[src/design/tdp_pkg.sv]
// Shared constants, types and state encoding for the trial division primality tester.
`timescale 1ns / 1ps

package tdp_pkg;

  localparam int DATA_W         = 32;
  localparam int QUEUE_DEPTH    = 4;
  localparam int QPTR_W         = $clog2(QUEUE_DEPTH);
  localparam int QCNT_W         = $clog2(QUEUE_DEPTH + 1);
  localparam int DIV_W          = DATA_W / 2 + 1;
  localparam int SQ_W           = 2 * DIV_W;
  localparam int BITS_PER_CYCLE = 4;
  localparam int DIV_CYCLES     = DATA_W / BITS_PER_CYCLE;
  localparam int DIV_CNT_W      = $clog2(DIV_CYCLES);

  // mod 3 folding: base-4 digit sum, then a second fold of that sum
  localparam int FOLD_W         = $clog2(3 * (DATA_W / 2) + 1);
  localparam int FOLD_PAIRS     = (FOLD_W + 1) / 2;
  localparam int FOLD_SUM_W     = 2 * FOLD_PAIRS;

  localparam logic [DIV_W-1:0] FIRST_DIV  = DIV_W'(5);
  localparam logic [DIV_W-1:0] PAIR_STEP  = DIV_W'(2);
  localparam logic [DIV_W-1:0] WHEEL_STEP = DIV_W'(6);
  localparam logic [DATA_W-1:0] SMALL_MAX = DATA_W'(3);

  typedef struct packed {
    logic [DATA_W-1:0] value;
    logic              resolved;
    logic              flag;
  } tdp_entry_t;

  typedef enum logic [2:0] {
    BK_IDLE,
    BK_START,
    BK_DIVIDE,
    BK_SQUARE,
    BK_BOUND,
    BK_DONE
  } bk_state_e;

endpackage

[src/design/tdp_intf.sv]
// Valid/ready channel interfaces for the input items and the result items.
`timescale 1ns / 1ps

interface tdp_in_if
  import tdp_pkg::*;
();
  logic              valid;
  logic              ready;
  logic [DATA_W-1:0] value;

  modport source (output valid, output value, input ready);
  modport sink   (input valid, input value, output ready);
endinterface

interface tdp_out_if;
  logic valid;
  logic ready;
  logic prime_flag;

  modport source (output valid, output prime_flag, input ready);
  modport sink   (input valid, input prime_flag, output ready);
endinterface

[src/design/tdp_front.sv]
// Front end: takes input items and settles the trivial cases before queuing.
`timescale 1ns / 1ps

module tdp_front
  import tdp_pkg::*;
(
  tdp_in_if.sink     in_i,
  input  logic       full_i,
  output logic       push_o,
  output tdp_entry_t entry_o
);

  logic [DATA_W-1:0]     val;
  logic [FOLD_SUM_W-1:0] fold1;
  logic [3:0]            fold2;
  logic                  by3;

  assign val         = in_i.value;
  assign in_i.ready  = !full_i;
  assign push_o      = in_i.valid && !full_i;

  // 4 = 1 mod 3, so summing base-4 digits keeps the residue
  always_comb begin
    fold1 = '0;
    for (int i = 0; i < DATA_W / 2; i++) begin
      fold1 = fold1 + FOLD_SUM_W'(val[2*i +: 2]);
    end
    fold2 = '0;
    for (int j = 0; j < FOLD_PAIRS; j++) begin
      fold2 = fold2 + 4'(fold1[2*j +: 2]);
    end
    by3 = fold2 inside {4'd0, 4'd3, 4'd6, 4'd9, 4'd12};
  end

  always_comb begin
    entry_o.value    = val;
    entry_o.resolved = 1'b1;
    entry_o.flag     = 1'b0;
    if (val[DATA_W-1]) begin
      // negative: never prime
      entry_o.flag = 1'b0;
    end else if (val <= SMALL_MAX) begin
      entry_o.flag = (val > DATA_W'(1));
    end else if (!val[0] || by3) begin
      entry_o.flag = 1'b0;
    end else begin
      entry_o.resolved = 1'b0;
    end
  end

endmodule

[src/design/tdp_queue.sv]
// Small FIFO between the front end and the trial division engine.
`timescale 1ns / 1ps

module tdp_queue
  import tdp_pkg::*;
(
  input  logic       clk_i,
  input  logic       rst_ni,
  input  logic       push_i,
  input  tdp_entry_t entry_i,
  input  logic       pop_i,
  output tdp_entry_t head_o,
  output logic       full_o,
  output logic       empty_o
);

  tdp_entry_t         mem_q [QUEUE_DEPTH];
  logic [QPTR_W-1:0]  wr_ptr_q, rd_ptr_q;
  logic [QCNT_W-1:0]  count_q;
  logic               do_push, do_pop;

  assign full_o  = (count_q == QCNT_W'(QUEUE_DEPTH));
  assign empty_o = (count_q == '0);
  assign do_push = push_i && !full_o;
  assign do_pop  = pop_i && !empty_o;
  assign head_o  = mem_q[rd_ptr_q];

  always_ff @(posedge clk_i) begin
    if (do_push) begin
      mem_q[wr_ptr_q] <= entry_i;
    end
  end

  always_ff @(posedge clk_i or negedge rst_ni) begin
    if (!rst_ni) begin
      wr_ptr_q <= '0;
      rd_ptr_q <= '0;
      count_q  <= '0;
    end else begin
      if (do_push) begin
        wr_ptr_q <= wr_ptr_q + QPTR_W'(1);
      end
      if (do_pop) begin
        rd_ptr_q <= rd_ptr_q + QPTR_W'(1);
      end
      if (do_push && !do_pop) begin
        count_q <= count_q + QCNT_W'(1);
      end else if (do_pop && !do_push) begin
        count_q <= count_q - QCNT_W'(1);
      end
    end
  end

endmodule

[src/design/tdp_divider.sv]
// Restoring remainder unit, a few quotient bits per cycle.
`timescale 1ns / 1ps

module tdp_divider
  import tdp_pkg::*;
(
  input  logic              clk_i,
  input  logic              rst_ni,
  input  logic              start_i,
  input  logic [DATA_W-1:0] dividend_i,
  input  logic [DIV_W-1:0]  divisor_i,
  output logic              done_o,
  output logic [DIV_W-1:0]  rem_o
);

  logic                 busy_q, done_q;
  logic [DIV_CNT_W-1:0] cnt_q;
  logic [DATA_W-1:0]    quo_q, quo_d;
  logic [DIV_W-1:0]     rem_q, rem_d, dvs_q;

  always_comb begin
    logic [DIV_W:0] trial;
    quo_d = quo_q;
    rem_d = rem_q;
    for (int s = 0; s < BITS_PER_CYCLE; s++) begin
      trial = {rem_d, quo_d[DATA_W-1]};
      quo_d = {quo_d[DATA_W-2:0], 1'b0};
      if (trial >= {1'b0, dvs_q}) begin
        trial = trial - {1'b0, dvs_q};
      end
      rem_d = trial[DIV_W-1:0];
    end
  end

  always_ff @(posedge clk_i) begin
    if (start_i) begin
      quo_q <= dividend_i;
      rem_q <= '0;
      dvs_q <= divisor_i;
    end else if (busy_q) begin
      quo_q <= quo_d;
      rem_q <= rem_d;
    end
  end

  always_ff @(posedge clk_i or negedge rst_ni) begin
    if (!rst_ni) begin
      busy_q <= 1'b0;
      done_q <= 1'b0;
      cnt_q  <= '0;
    end else begin
      done_q <= 1'b0;
      if (start_i) begin
        busy_q <= 1'b1;
        cnt_q  <= '0;
      end else if (busy_q) begin
        cnt_q <= cnt_q + DIV_CNT_W'(1);
        if (cnt_q == DIV_CNT_W'(DIV_CYCLES - 1)) begin
          busy_q <= 1'b0;
          done_q <= 1'b1;
        end
      end
    end
  end

  assign done_o = done_q;
  assign rem_o  = rem_q;

endmodule

[src/design/tdp_back.sv]
// Back end: 6k +/- 1 trial division sequencer and result register.
`timescale 1ns / 1ps

module tdp_back
  import tdp_pkg::*;
(
  input  logic       clk_i,
  input  logic       rst_ni,
  input  tdp_entry_t head_i,
  input  logic       empty_i,
  output logic       pop_o,
  tdp_out_if.source  res_o
);

  bk_state_e         state_q, state_d;
  logic [DATA_W-1:0] n_q;
  logic [DIV_W-1:0]  d_q;
  logic [SQ_W-1:0]   sq_q;
  logic              flag_q;
  logic              res_valid_q, res_flag_q;

  logic              start;
  logic              done_a, done_b;
  logic [DIV_W-1:0]  rem_a, rem_b, dvs_a, dvs_b;
  logic              hit, too_big, slot_free;

  assign dvs_a     = d_q;
  assign dvs_b     = d_q + PAIR_STEP;
  assign hit       = (rem_a == '0) || (rem_b == '0);
  assign too_big   = sq_q > SQ_W'(n_q);
  assign slot_free = !res_valid_q || res_o.ready;

  tdp_divider u_div_a (
    .clk_i      (clk_i),
    .rst_ni     (rst_ni),
    .start_i    (start),
    .dividend_i (n_q),
    .divisor_i  (dvs_a),
    .done_o     (done_a),
    .rem_o      (rem_a)
  );

  tdp_divider u_div_b (
    .clk_i      (clk_i),
    .rst_ni     (rst_ni),
    .start_i    (start),
    .dividend_i (n_q),
    .divisor_i  (dvs_b),
    .done_o     (done_b),
    .rem_o      (rem_b)
  );

  // next state
  always_comb begin
    state_d = state_q;
    unique case (state_q)
      BK_IDLE: begin
        if (!empty_i) begin
          state_d = head_i.resolved ? BK_DONE : BK_SQUARE;
        end
      end
      BK_START:  state_d = BK_DIVIDE;
      BK_DIVIDE: begin
        if (done_a && done_b) begin
          state_d = hit ? BK_DONE : BK_SQUARE;
        end
      end
      BK_SQUARE: state_d = BK_BOUND;
      BK_BOUND:  state_d = too_big ? BK_DONE : BK_START;
      BK_DONE: begin
        if (slot_free) begin
          state_d = BK_IDLE;
        end
      end
      default:   state_d = BK_IDLE;
    endcase
  end

  // outputs
  always_comb begin
    pop_o = 1'b0;
    start = 1'b0;
    unique case (state_q)
      BK_IDLE:  pop_o = !empty_i;
      BK_START: start = 1'b1;
      default: begin
        pop_o = 1'b0;
        start = 1'b0;
      end
    endcase
  end

  always_ff @(posedge clk_i) begin
    case (state_q)
      BK_IDLE: begin
        n_q    <= head_i.value;
        flag_q <= head_i.flag;
        d_q    <= FIRST_DIV;
      end
      BK_DIVIDE: begin
        if (done_a && done_b) begin
          flag_q <= 1'b0;
          d_q    <= d_q + WHEEL_STEP;
        end
      end
      BK_SQUARE: sq_q <= SQ_W'(d_q) * SQ_W'(d_q);
      BK_BOUND: begin
        flag_q <= 1'b1;
      end
      default: ;
    endcase
  end

  always_ff @(posedge clk_i or negedge rst_ni) begin
    if (!rst_ni) begin
      state_q     <= BK_IDLE;
      res_valid_q <= 1'b0;
      res_flag_q  <= 1'b0;
    end else begin
      state_q <= state_d;
      if (state_q == BK_DONE && slot_free) begin
        res_valid_q <= 1'b1;
        res_flag_q  <= flag_q;
      end else if (res_o.ready) begin
        res_valid_q <= 1'b0;
      end
    end
  end

  assign res_o.valid      = res_valid_q;
  assign res_o.prime_flag = res_flag_q;

endmodule

[src/design/trial_division_primality_test_unit.sv]
// Top level of the trial division primality tester.
//
//  channel | dir | signals                     | meaning
//  --------+-----+-----------------------------+-------------------------------
//  in_i    | in  | valid, ready, value[31:0]   | signed integer to test
//  res_o   | out | valid, ready, prime_flag    | 1 when the value is prime
//
// Negative, 0..3, even and multiple-of-3 values are settled in the front; their
// result goes through the queue and the back's DONE state to the result register.
// Other values go through pop, square and bound, then rounds (start, divide in the
// two 4-bit-per-cycle remainder units, square, bound) per pair d, d+2 while
// d*d <= value: ~7720 rounds for a prime near 2^31.
// Reset: asynchronous, active low; clears queue pointers, sequencer and result valid.
// Stalls: while the back works or waits on res_o, the front keeps taking items
// into the 4-deep queue until it is full; res_o holds its item until ready is seen.
`timescale 1ns / 1ps

module trial_division_primality_test_unit
  import tdp_pkg::*;
(
  input  logic      clk_i,
  input  logic      rst_ni,
  tdp_in_if.sink    in_i,
  tdp_out_if.source res_o
);

  logic       push, pop, full, empty;
  tdp_entry_t entry, head;

  // front: classify trivial values, queue all items with their order kept
  tdp_front u_front (
    .in_i    (in_i),
    .full_i  (full),
    .push_o  (push),
    .entry_o (entry)
  );

  tdp_queue u_queue (
    .clk_i   (clk_i),
    .rst_ni  (rst_ni),
    .push_i  (push),
    .entry_i (entry),
    .pop_i   (pop),
    .head_o  (head),
    .full_o  (full),
    .empty_o (empty)
  );

  // back: trial division on the 6k +/- 1 wheel, one item at a time
  tdp_back u_back (
    .clk_i   (clk_i),
    .rst_ni  (rst_ni),
    .head_i  (head),
    .empty_i (empty),
    .pop_o   (pop),
    .res_o   (res_o)
  );

endmodule

[src/flat_wrapper.sv]
// flat-port wrapper written by rule: the top's interface ports become plain ports
module trial_division_primality_test_unit_flat import tdp_pkg::*;
  (clk_i, rst_ni, in_i_valid, in_i_value, in_i_ready, res_o_valid, res_o_prime_flag, res_o_ready);
  tdp_in_if in_i_i ();
  tdp_out_if res_o_i ();
  input  logic clk_i;
  input  logic rst_ni;
  input wire logic [$bits(in_i_i.valid)-1:0] in_i_valid;
  input wire logic [$bits(in_i_i.value)-1:0] in_i_value;
  output wire logic [$bits(in_i_i.ready)-1:0] in_i_ready;
  output wire logic [$bits(res_o_i.valid)-1:0] res_o_valid;
  output wire logic [$bits(res_o_i.prime_flag)-1:0] res_o_prime_flag;
  input wire logic [$bits(res_o_i.ready)-1:0] res_o_ready;
  assign in_i_i.valid = in_i_valid;
  assign in_i_i.value = in_i_value;
  assign in_i_ready = in_i_i.ready;
  assign res_o_valid = res_o_i.valid;
  assign res_o_prime_flag = res_o_i.prime_flag;
  assign res_o_i.ready = res_o_ready;
  trial_division_primality_test_unit u_core (.clk_i(clk_i), .rst_ni(rst_ni), .in_i(in_i_i), .res_o(res_o_i));
endmodule
[config.mk]
export PLATFORM = sky130hd
export DESIGN_NAME = trial_division_primality_test_unit_flat
export DESIGN_NICKNAME = d
export VERILOG_FILES = /design/src/design/tdp_pkg.sv /design/src/design/tdp_intf.sv /design/src/design/tdp_front.sv /design/src/design/tdp_queue.sv /design/src/design/tdp_divider.sv /design/src/design/tdp_back.sv /design/src/design/trial_division_primality_test_unit.sv /design/src/flat_wrapper.sv
export SDC_FILE = /design/constraint.sdc
export NUM_CORES = 2
export LEC_CHECK = 0
export BUFFER_PORTS_ARGS = -buffer_cell sky130_fd_sc_hd__buf_2
export CELL_PAD_IN_SITES_DETAIL_PLACEMENT = 2
export CELL_PAD_IN_SITES_GLOBAL_PLACEMENT = 2
export CORE_MARGIN = 2
export CORE_UTILIZATION = 40
export DETAILED_ROUTE_END_ITERATION = 7
export PLACE_DENSITY = 0.76
export SETUP_SLACK_MARGIN = 0.4
export SLEW_MARGIN = 25
export SYNTH_ARGS = -nofsm -noshare
export SYNTH_HDL_FRONTEND = slang
export SYNTH_SLANG_ARGS = --single-unit
export TNS_END_PERCENT = 1
[constraint.sdc]
create_clock -name clk_i -period 15.2 [get_ports clk_i]
set_input_delay 0.76 -clock clk_i [delete_from_list [all_inputs] [get_ports clk_i]]
set_output_delay 0.76 -clock clk_i [all_outputs]
set_load 0.01 [all_outputs]
==> flow_metrics.env <==
export IMPL_synth_area_per_cell_um2=10.5
export IMPL_initial_core_util=0.402
export IMPL_grt_pass1_vias=27100
export IMPL_clock_path_buffers=3
export IMPL_numCtsBuffers=43
export IMPL_post_drt_wl_per_cell_um=26.2
export IMPL_whs_ns=0.185
export IMPL_first_iter_violations=1124
export IMPL_max_stage_delay_ns=0.65
export IMPL_hold_class="in2async"
export IMPL_fin_area_mm2=0.0339
export IMPL_dp_hpwl_mm=82.1
export IMPL_multi_input_area_mm2=0.0186
export IMPL_rsz0062_at_grt="false"
export IMPL_firstDrtPassIters=5
export IMPL_status="finished, final reports clean"
export IMPL_hold_violations=0
export IMPL_grt_max_degree=75
export IMPL_port_buffers=38
export IMPL_postCtsSetupBuffers=0
export IMPL_fillers=8102
export IMPL_ys_types=80
export IMPL_tightestPinTransition_ns=0.997
export IMPL_slew_violations=0
export IMPL_drv_cap=0
export IMPL_startpoint_type="flop"
export IMPL_ys_seq_elements=369
export IMPL_cts_sinks=369
export IMPL_dr_total_vias=23200
export IMPL_setup_violations=0
export IMPL_dpl_cell_area_mm2=0.0325
export IMPL_synth_common_cells="inv_1, edfxtp_1, ha_1, nand2_1, fa_1"
export IMPL_synth_edf_count=313
export IMPL_slew_headroom=0.335
export IMPL_synth_flop_cell="edfxtp_1"
export IMPL_drtAntennaViolNets=0
export IMPL_regToRegStartpoint="u_core.u_back.u_div_b.rem_o[0]"
export IMPL_cts_tree="yes"
export IMPL_critPathMaxFanout=23
export IMPL_gp_congestion=0.960
export IMPL_synth_warnings=0
export IMPL_yosysTopAreaCell="edfxtp_1"
export IMPL_async_reset_ff_frac=0.0596
export IMPL_vias_per_cell=5.69
export IMPL_ioPinCount=39
export IMPL_grt_antenna_before_repair=1
export IMPL_cp_slowest_cell="a211o_1"
export IMPL_fin_tns_setup_ns=0
export IMPL_postCtsHoldBufs=0
export IMPL_grt_pass1_wl_mm=166
export IMPL_utilization=0.440
export IMPL_dieWidth_um=282
export IMPL_grt_usage=0.274
export IMPL_areaGrowthSynthToFinish_pct=9.24
export IMPL_fin_crit_sh=0.789
export IMPL_htree_levels=2
export IMPL_cp_end_kind="flop"
export IMPL_cp_startpoint="u_core.u_back.u_div_b.rem_o[0]"
export IMPL_crit_required_ns=15.65
export IMPL_clock_latency_ns=0.59
export IMPL_path_clk_slew_ns=0.07
export IMPL_coreArea_mm2=0.0771
export IMPL_drc_errors=0
export IMPL_synth_area_mm2=0.0310
export IMPL_clock_fmax_ghz=0.0834
export IMPL_layout_nets=3559
export IMPL_cts_resized=0
export IMPL_overflow=0
export IMPL_cts_root_buf="clkbuf_16"
export IMPL_drive_gt1_frac=0.0897
export IMPL_period_needed_ns=11.99
export IMPL_synth_top_area_share=0.303
export IMPL_num_rows=102
export IMPL_seq_area_mm2=0.0106
export IMPL_die_area_mm2=0.0798
export IMPL_die_h_um=282
export IMPL_synth_nets=3517
export IMPL_antenna_diode_count=0
export IMPL_ys_seq_area_frac=0.343
export IMPL_synth_area_top_cells="edfxtp_1, fa_1, ha_1"
export IMPL_synth_cells=2957
export IMPL_arrival_ns=12.44
export IMPL_yosysMostFrequentCell="inv_1"
export IMPL_path_class="reg2reg"
export IMPL_skew_ns=0.0194
export IMPL_wirelength_mm=107
==> registers in the layout (all words and copies together), names as in the netlist, 3 cells and up <==
name,count
u_core.u_back.u_div_b.cnt_q,3
u_core.u_back.u_div_b.quo_q,32
u_core.u_back.u_div_a.cnt_q,3
u_core.u_queue.mem_q,136
u_core.u_queue.count_q,3
u_core.u_back.n_q,32
u_core.u_back.u_div_a.quo_q,32
u_core.u_back.u_div_a.rem_o,17
u_core.u_back.sq_q,32
u_core.u_back.u_div_b.rem_o,17
u_core.u_back.state_q,3
u_core.u_back.u_div_b.dvs_q,16
u_core.u_back.d_q,16
u_core.u_back.u_div_a.dvs_q,16
==> critical path, delay by kind of cell, from the launching register on <==
kind / cells / cell delay (ns)
adders and majority gates: 4 / 1.58
DFF: 1 / 0.40
muxes: 3 / 1.21
AOI/OAI and AO/OA: 19 / 4.29
and+or+nand+nor: 12 / 3.45
buffers and inverters: 4 / 0.85
==> metal layers <==
| metal | global-route usage | wire, um | up-vias |
|---|---|---|---|
| met3 | 0.0232 | 2570 | 170 |
| met2 | 0.515 | 56800 | 399 |
| met5 | 0 | 0 | - |
| li1 | - | - | 10400 |
| met4 | 0.0743 | 2860 | 0 |
| met1 | 0.335 | 44500 | 12200 |
==> final cells by class <==
type,instances,share of cell area
Clock buffer,49,0.0327
Multi-Input combinational cell,2119,0.550
Timing Repair Buffer,74,0.0136
Clock inverter,31,0.00842
Inverter,392,0.0434
Tap cell,1040,0.0384
Sequential cell,369,0.314
==> placed cells by master (no fill, tap or decap), types with 48 or more instances in the layout <==
cell type  synthesis  routed
inv_1            384     383
edfxtp_1         313     313
ha_1             295     295
nand2_1          282     282
fa_1             229     229
nor2_1           178     177
a21oi_1          141     141
xnor2_1          136     136
o21ai_0          110     110
a21o_1            78      78
nand3_1           65      65
mux2_2            59      59
xor2_1            53      53
nand4_1           51      51
nor3_1            49      48
==> through the flow <==
stage               std cells  setup WS [ns]
floorplan                2957           4.58
global placement         3994           3.62
detailed placement       3994           3.27
CTS                      4074           3.23
global route             4074           2.23
finish                   4074           3.21
==> logic make-up (layout without fill, tap and decap cells) <==
kind of cell             after synthesis  count (layout)  synth area share
buffers and inverters                469             546            0.0577
adder cells (fa/ha/maj)              524             524             0.267
XOR/XNOR                             189             189            0.0534
AO/OA/AOI/OAI                        498             498             0.105
flip-flops                           369             369             0.343
multiplexers                         122             122            0.0556
AND/OR/NAND/NOR                      786             786             0.119
==> final timing paths <==
kind | end | slack (ns) | cells past startpoint
max | u_core.u_back.u_div_b.rem_o[9] | 3.21 | 42
min | u_core.u_queue.wr_ptr_q[1] | 0.19 | 1
max reg2reg | u_core.u_back.u_div_b.rem_o[9] | 3.21 | 42
min reg2reg | u_core.u_back.res_o.prime_flag | 0.51 | 1
max in group asynchronous | u_core.u_back.u_div_b.busy_q | 14.55 | 1
min in group clk_i | u_core.u_back.res_o.valid | 0.38 | 2
Power is not shown: default switching activity piles up to over one toggle a cycle in this logic, so the estimate is an artifact.
